$ cat src/hw/rtl/izh_pkg.sv
package izh_pkg;

	// Fixed-point format: signed 32-bit words with FRAC_BITS fraction bits
	localparam int FRAC_BITS = 16;
	localparam int WORD_W    = 32;
	localparam int PROD_W    = 2 * WORD_W;
	// Wide enough for the largest exact sum before saturation
	localparam int SUM_W     = 40;

	localparam logic signed [WORD_W-1:0] WORD_MAX = {1'b0, {(WORD_W-1){1'b1}}};
	localparam logic signed [WORD_W-1:0] WORD_MIN = {1'b1, {(WORD_W-1){1'b0}}};

	localparam logic signed [SUM_W-1:0]  SUM_MAX  = SUM_W'(WORD_MAX);
	localparam logic signed [SUM_W-1:0]  SUM_MIN  = SUM_W'(WORD_MIN);
	localparam logic signed [PROD_W-1:0] PROD_MAX = PROD_W'(WORD_MAX);
	localparam logic signed [PROD_W-1:0] PROD_MIN = PROD_W'(WORD_MIN);

	// Equation constants
	localparam longint K004_L = ((longint'(4) <<< FRAC_BITS) + 50) / 100;
	localparam logic signed [WORD_W-1:0] K004 = WORD_W'(K004_L);
	localparam logic signed [WORD_W-1:0] K140 = WORD_W'(longint'(140) <<< FRAC_BITS);
	localparam logic signed [WORD_W-1:0] K30  = WORD_W'(longint'(30) <<< FRAC_BITS);

	// Register reset values
	localparam logic signed [WORD_W-1:0] RST_A      = 32'sd1311;
	localparam logic signed [WORD_W-1:0] RST_B      = 32'sd13107;
	localparam logic signed [WORD_W-1:0] RST_C      = -32'sd4259840;
	localparam logic signed [WORD_W-1:0] RST_D      = 32'sd524288;
	localparam logic [WORD_W-2:0]        RST_ALPHA  = 31'd65536;
	localparam logic signed [WORD_W-1:0] RST_INIT_V = -32'sd4259840;
	localparam logic signed [WORD_W-1:0] RST_INIT_U = -32'sd851968;

	typedef enum logic [2:0] {
		REG_A,
		REG_B,
		REG_C,
		REG_D,
		REG_ALPHA,
		REG_INIT_V,
		REG_INIT_U
	} izh_reg_t;

	typedef enum logic [3:0] {
		ST_IDLE,
		ST_VV,
		ST_Q1,
		ST_K,
		ST_DV,
		ST_BV,
		ST_Q2,
		ST_A,
		ST_Q3,
		ST_AD,
		ST_NU,
		ST_AV,
		ST_NV
	} izh_state_t;

	typedef struct packed {
		logic                     neighbor_spiked;
		logic signed [WORD_W-1:0] synapse_weight;
		logic                     last_of_tick;
	} izh_in_t;

	typedef struct packed {
		logic                     fired;
		logic signed [WORD_W-1:0] voltage;
		logic signed [WORD_W-1:0] recovery;
	} izh_out_t;

	// Clamp an exact sum to the word range
	function automatic logic signed [WORD_W-1:0] sat_sum(input logic signed [SUM_W-1:0] x);
		logic signed [WORD_W-1:0] r;
		if (x > SUM_MAX) begin
			r = WORD_MAX;
		end else if (x < SUM_MIN) begin
			r = WORD_MIN;
		end else begin
			r = x[WORD_W-1:0];
		end
		return r;
	endfunction

	// Scale a full product back to the word format, flooring, then clamp
	function automatic logic signed [WORD_W-1:0] qscale(input logic signed [PROD_W-1:0] p);
		logic signed [PROD_W-1:0] s;
		logic signed [WORD_W-1:0] r;
		s = p >>> FRAC_BITS;
		if (s > PROD_MAX) begin
			r = WORD_MAX;
		end else if (s < PROD_MIN) begin
			r = WORD_MIN;
		end else begin
			r = s[WORD_W-1:0];
		end
		return r;
	endfunction

endpackage

$ cat src/hw/rtl/izhikevich_neuron_step.sv
// Non-closing item: accumulated, and a new item is taken on the next cycle.
// Closing item: runs ST_VV to ST_NV, commits once the output register is free, then
// returns to ST_IDLE; one shared 32x32 multiplier is used six times, products registered.
// A finished result waits in an output register while new items are taken.
// Reset: registers take their default values, voltage and recovery load the
// default initial values, the current accumulator clears, no result pending.
module izhikevich_neuron_step
	import izh_pkg::*;
(
	input  logic                  clk,
	input  logic                  arst_n,
	input  logic                  in_valid,
	output logic                  in_stall,
	input  izh_in_t               in_item,
	output logic                  out_valid,
	input  logic                  out_stall,
	output izh_out_t              out_item,
	input  logic                  cfg_we,
	input  logic [2:0]            cfg_index,
	input  logic [WORD_W-1:0]     cfg_data
);

	izh_state_t state_q, state_d;

	logic signed [WORD_W-1:0] a_q, b_q, c_q, d_q;
	logic [WORD_W-2:0]        alpha_q;
	logic signed [WORD_W-1:0] v_q, u_q, cur_q;

	logic signed [PROD_W-1:0] p_q;
	logic signed [WORD_W-1:0] t_q, dv_q, nu_q;
	logic signed [SUM_W-1:0]  base_q;

	logic                     out_valid_q;
	izh_out_t                 out_q;

	logic                     in_xfer;
	logic                     mul_en;
	logic signed [WORD_W-1:0] mul_a, mul_b;
	logic                     commit;
	logic signed [WORD_W-1:0] pq;
	logic signed [WORD_W-1:0] nv;
	logic                     fire;

	assign in_xfer = in_valid && !in_stall;
	assign pq      = qscale(p_q);
	assign nv      = sat_sum(SUM_W'(v_q) + SUM_W'(pq));
	assign fire    = (nv >= K30);

	// State register
	always_ff @(posedge clk or negedge arst_n) begin
		if (!arst_n) begin
			state_q <= ST_IDLE;
		end else begin
			state_q <= state_d;
		end
	end

	// Sequencer: next state and multiplier operand select
	always_comb begin
		state_d  = state_q;
		in_stall = 1'b1;
		mul_en   = 1'b0;
		mul_a    = v_q;
		mul_b    = v_q;
		commit   = 1'b0;
		case (state_q)
			ST_IDLE: begin
				in_stall = 1'b0;
				if (in_valid && in_item.last_of_tick) begin
					state_d = ST_VV;
				end
			end
			ST_VV: begin
				mul_en  = 1'b1;
				state_d = ST_Q1;
			end
			ST_Q1: state_d = ST_K;
			ST_K: begin
				mul_en  = 1'b1;
				mul_a   = K004;
				mul_b   = t_q;
				state_d = ST_DV;
			end
			ST_DV: state_d = ST_BV;
			ST_BV: begin
				mul_en  = 1'b1;
				mul_a   = b_q;
				state_d = ST_Q2;
			end
			ST_Q2: state_d = ST_A;
			ST_A: begin
				mul_en  = 1'b1;
				mul_a   = a_q;
				mul_b   = t_q;
				state_d = ST_Q3;
			end
			ST_Q3: state_d = ST_AD;
			ST_AD: begin
				mul_en  = 1'b1;
				mul_a   = $signed({1'b0, alpha_q});
				mul_b   = t_q;
				state_d = ST_NU;
			end
			ST_NU: state_d = ST_AV;
			ST_AV: begin
				mul_en  = 1'b1;
				mul_a   = $signed({1'b0, alpha_q});
				mul_b   = dv_q;
				state_d = ST_NV;
			end
			ST_NV: begin
				// hold until the output register is free
				if (!out_valid_q || !out_stall) begin
					commit  = 1'b1;
					state_d = ST_IDLE;
				end
			end
			default: state_d = ST_IDLE;
		endcase
	end

	// Shared multiplier with registered product
	always_ff @(posedge clk) begin
		if (mul_en) begin
			p_q <= mul_a * mul_b;
		end
	end

	// Intermediate terms of the Euler step
	always_ff @(posedge clk) begin
		case (state_q)
			ST_VV: base_q <= (SUM_W'(v_q) <<< 2) + SUM_W'(v_q) + SUM_W'(K140)
				- SUM_W'(u_q) + SUM_W'(cur_q);
			ST_Q1: t_q    <= pq;
			ST_DV: dv_q   <= sat_sum(SUM_W'(pq) + base_q);
			ST_Q2: t_q    <= sat_sum(SUM_W'(pq) - SUM_W'(u_q));
			ST_Q3: t_q    <= pq;
			ST_NU: nu_q   <= sat_sum(SUM_W'(u_q) + SUM_W'(pq));
			default: ;
		endcase
	end

	// Neuron state, accumulator and configuration registers
	always_ff @(posedge clk or negedge arst_n) begin
		if (!arst_n) begin
			a_q     <= RST_A;
			b_q     <= RST_B;
			c_q     <= RST_C;
			d_q     <= RST_D;
			alpha_q <= RST_ALPHA;
			v_q     <= RST_INIT_V;
			u_q     <= RST_INIT_U;
			cur_q   <= '0;
		end else begin
			// accumulate weights of spiking neighbors
			if (in_xfer && in_item.neighbor_spiked) begin
				cur_q <= sat_sum(SUM_W'(cur_q) + SUM_W'(in_item.synapse_weight));
			end
			// advance the neuron, apply spike reset, clear the accumulator
			if (commit) begin
				cur_q <= '0;
				if (fire) begin
					v_q <= c_q;
					u_q <= sat_sum(SUM_W'(nu_q) + SUM_W'(d_q));
				end else begin
					v_q <= nv;
					u_q <= nu_q;
				end
			end
			if (cfg_we) begin
				case (cfg_index)
					REG_A:      a_q     <= cfg_data;
					REG_B:      b_q     <= cfg_data;
					REG_C:      c_q     <= cfg_data;
					REG_D:      d_q     <= cfg_data;
					REG_ALPHA:  alpha_q <= cfg_data[WORD_W-2:0];
					REG_INIT_V: v_q     <= cfg_data;
					REG_INIT_U: u_q     <= cfg_data;
					default: ;
				endcase
			end
		end
	end

	// Output register: load on commit, drop after transfer
	always_ff @(posedge clk or negedge arst_n) begin
		if (!arst_n) begin
			out_valid_q <= 1'b0;
		end else if (commit) begin
			out_valid_q <= 1'b1;
		end else if (!out_stall) begin
			out_valid_q <= 1'b0;
		end
	end

	always_ff @(posedge clk) begin
		if (commit) begin
			out_q.fired    <= fire;
			out_q.voltage  <= fire ? c_q : nv;
			out_q.recovery <= fire ? sat_sum(SUM_W'(nu_q) + SUM_W'(d_q)) : nu_q;
		end
	end

	assign out_valid = out_valid_q;
	assign out_item  = out_q;

	// A new result only appears from the final step
	a_rise_from_nv: assert property (@(posedge clk) disable iff (!arst_n)
		$rose(out_valid_q) |-> $past(state_q == ST_NV))
		else $error("result raised outside final step");

	// A non-firing result stays below threshold
	a_below_thresh: assert property (@(posedge clk) disable iff (!arst_n)
		(out_valid_q && !out_q.fired) |-> (out_q.voltage < K30))
		else $error("non-firing result at or above threshold");

	// Accumulator is frozen while the step is computed
	a_cur_frozen: assert property (@(posedge clk) disable iff (!arst_n)
		(state_q != ST_IDLE && state_q != ST_NV) |=> $stable(cur_q))
		else $error("accumulator changed during step");

endmodule

$ cat config.mk
export PLATFORM = sky130hd
export DESIGN_NAME = izhikevich_neuron_step
export DESIGN_NICKNAME = d
export VERILOG_FILES = /design/src/hw/rtl/izh_pkg.sv /design/src/hw/rtl/izhikevich_neuron_step.sv
export SDC_FILE = /design/constraint.sdc
export NUM_CORES = 2
export LEC_CHECK = 0
export ABC_AREA = 1
export BUFFER_PORTS_ARGS = -buffer_cell sky130_fd_sc_hd__buf_2
export CAP_MARGIN = 20
export CORE_AREA = 2 2 377 379
export CTS_CLUSTER_DIAMETER = 100
export CTS_CLUSTER_SIZE = 14
export DETAILED_ROUTE_END_ITERATION = 10
export DIE_AREA = 0 0 379 381
export PLACE_DENSITY_LB_ADDON = 0.1
export SLEW_MARGIN = 40
export SYNTH_ARGS = -nofsm -noshare
export SYNTH_HDL_FRONTEND = slang
export SYNTH_SLANG_ARGS = --single-unit
$ cat constraint.sdc
create_clock -name clk -period 31.5 [get_ports clk]
set_clock_uncertainty 0.05 [all_clocks]
set_input_delay 3.15 -clock clk [delete_from_list [all_inputs] [get_ports clk]]
set_output_delay 3.15 -clock clk [all_outputs]
set_load 0.02 [all_outputs]
==> metrics.md <==
| Metric | Value |
|---|---|
| First-pass GRT wire length | `411,000 µm` |
| Worst-Skew Late Latency | `0.62 ns` |
| Hold Fails Final Rpt | `0` |
| TritonCTS clock tree | `built` |
| Stages on worst setup path | `40` |
| Core area | `0.141 mm²` |
| Worst EP arrival | `11.02 ns` |
| Min-delay worst type | `flip-flop to flip-flop` |
| Crit path buf inv count | `16` |
| Req. time, crit path | `31.83 ns` |
| Synth Area in Simple Gates | `19.1%` |
| Unrepaired setup endpoints after global routing | `no` |
| Top cells by area, synth | `fa_1 (31%), nand2_1 (11%), edfxtp_1 (10%)` |
| Total GRT Usage | `38.7%` |
| Pre-CTS WS | `20.98 ns` |
| Max_slew headroom | `36.8%` |
| Period utilisation layout | `33.9%` |
| Post-synth EDFFs | `247` |
| Total Neg Setup Slack | `0 ns` |
| Asr flop ratio synth | `51.3%` |
| Crit Path Max Fanout | `49` |
| Distinct cells, synth | `61` |
| Number of DRC markers in iteration 0 | `7,136` |
| NumNets Final | `10,900` |
| Worst r2r src | `state_q[3]$_DFFE_PN0P_` |
| Post-detail-place hpwl | `226,000 µm` |
| Clock transition at path regs | `0.08 ns` |
| Total Wirelength | `277,000 µm` |
| Share of cells above drive strength 1 | `6.14%` |
| Post-CTS setup buffers | `0` |
| Antenna viol nets, final | `0` |
| Crit Path Class | `flip-flop to flip-flop` |
| Grt total ovfl | `0` |
| CP dominant cell by count | `inv_1` |
| CTS Buffer Depth | `3` |
| Post-synthesis mux area share | `0%` |
| Die area | `0.144 mm²` |
| Prevailing post-synth register cell | `edfxtp_1` |
| Max Freq | `93.5 MHz` |
| Slowest-stage cell, CP | `inv_2` |
| H-tree depth | `2` |
| Top-count cell post-synth | `nand2_1` |
| Yosys top cell by area | `fa_1` |
| Mapped Nets | `10,900` |
| Synth top cells by count | `nand2_1 (2,228), inv_1 (1,825), fa_1 (1,153)` |
| Placer congestion estimate | `1.01` |
| Netlist Area Pre-Place | `0.0740 mm²` |
| Register area share after synthesis | `18.9%` |
| Compound-Gate Fraction of Synth Area | `8.75%` |
| R2r worst-path depth | `40` |
| Hold_buf cts | `0` |
| Worst Setup EP | `p_q[62]$_DFFE_PP_` |
| Area share of fa/ha/maj cells after synthesis | `38.9%` |
| Crit. Startpoint | `state_q[3]$_DFFE_PN0P_` |
| Final setup fails | `0` |
| Largest family of logic cells by synthesized area | `adder cells` |
| PostCTS Resize Cnt | `0` |
| XOR/XNOR Fraction of Synth Area | `2.98%` |
| Slew @ Worst Pin | `0.946 ns` |
| #FFs+latches synth | `507` |
| Worst Setup End Kind | `flip-flop` |
| DRC violation count after routing | `0` |
| Reg-to-Reg End | `p_q[62]$_DFFE_PP_` |
| Mean post-synth cell area | `8.03 µm²` |
| Share of the synthesized area in the top cell type | `31.2%` |
| Max-cap violations | `0` |
| Num CTS Buffers | `43` |
| Ports | `141` |
| Routed wire per std cell | `24.9 µm` |
| Clk root buf | `clkbuf_16` |
| Synth Instances | `9,219` |
| P&R area growth vs syn | `5.69%` |
| CTS Sinks | `507` |
| R2R Setup Slk | `20.81 ns` |
| Final-report max-slew violation count | `0` |
| CP max stage delay | `0.61 ns` |
| Vias in the first global route | `63,500` |
| Yosys warnings | `0` |
| Largest delay share family, worst path | `adder cells` |
| Drt via density | `5.72` |
| DR vias | `63,600` |
| Crit path launch type | `flip-flop` |
| Rows | `138` |
| Post-route minimum period | `10.69 ns` |
| Antenna violations before repair | `17` |
| Post-route setup slack | `20.81 ns` |
| Initial core utilization | `52.7%` |
| Die Width | `379 µm` |
| Largest net degree at the start of global routing | `88` |
| First-pass DRT Iterations | `8` |
| Status | `finished, final reports clean` |
| Port Buf Inserts | `140` |
| Die height | `381 µm` |
## layer usage
layer  part of all wire, %  track usage (%)  vias to the layer above
met2                    42             55.6                     3349
met5                 0.023                0                        -
met1                    42             57.0                    31700
li1                      -                -                    28100
met4                   3.8             12.5                        8
met3                    12             9.90                      492
## flip-flops by register name, indices dropped and copies added, names as in the netlist, 31 cells and up
register,flops
out_item,65
alpha_q,31
cur_q,32
d_q,32
p_q,48
v_q,32
c_q,32
a_q,32
t_q,32
b_q,32
nu_q,32
u_q,32
base_q,38
dv_q,32
## stage by stage
step | cells | instance area [µm²] | util, % | hold WS (ns)
after detailed placement | 11000 | 76900 | 54.7 | 0.423
after CTS | 11100 | 78200 | 55.6 | 0.439
final | 11100 | 78200 | 55.7 | 0.437
after global routing | 11100 | 78200 | 55.7 | 0.460
after floorplan | 9219 | 74000 | - | 0.398
after global placement | 11000 | 76700 | 54.6 | 0.416
## tightest hold or removal path: stages (launching register included)
cell	delay [ns]
dfrtp_1	0.35
nand2_1	0.05
o21ai_0	0.06
## worst min path at each step
stage,from,end,slack (ns),depth (start not counted)
after floorplan,a_q[11]$_DFFE_PN0P_,a_q[11]$_DFFE_PN0P_,0.40,2
after global placement,c_q[8]$_DFFE_PN0P_,c_q[8]$_DFFE_PN0P_,0.42,2
after detailed placement,alpha_q[12]$_DFFE_PN0P_,alpha_q[12]$_DFFE_PN0P_,0.42,2
after CTS,alpha_q[12]$_DFFE_PN0P_,alpha_q[12]$_DFFE_PN0P_,0.44,2
after global routing,b_q[19]$_DFFE_PN0P_,b_q[19]$_DFFE_PN0P_,0.46,2
final,b_q[14]$_DFFE_PN0P_,b_q[14]$_DFFE_PN0P_,0.44,2
## kinds of logic after synthesis
family                     after synthesis
buffers and inverters                 2205
AOI/OAI and AO/OA                     1207
and+or+nand+nor                       3440
xor gates and xnor gates               251
DFF                                    507
adders and majority gates             1609
## placed cells by master, fill, tap and decap left out, types with 46 or more instances in the layout
| cell type | instances |
|---|---|
| nand3_1 | 258 |
| dfrtp_1 | 199 |
| nand3_2 | 63 |
| ha_1 | 456 |
| edfxtp_1 | 247 |
| and2_1 | 67 |
| buf_2 | 139 |
| o21ai_0 | 399 |
| nor2_1 | 669 |
| inv_1 | 1811 |
| dfstp_2 | 61 |
| nand2_1 | 2219 |
| a21oi_1 | 582 |
| nand4_1 | 46 |
| xor2_1 | 192 |
| buf_4 | 113 |
| inv_2 | 46 |
| fa_1 | 1153 |
| xnor2_1 | 58 |
## layout make-up
class	count	area [µm²]
inverters	1874	7050
flip-flops and latches	507	14000
clock inverters	4	51.3
fillers	13500	62300
diodes	6	15.0
well taps	1890	2360
clock buffers	76	1240
repair buffers	261	1690
multi-input cells	6507	51800
Power is left out: the tool's default activity adds up to more than one toggle a clock period on the data nets, which glitch-free logic cannot reach.
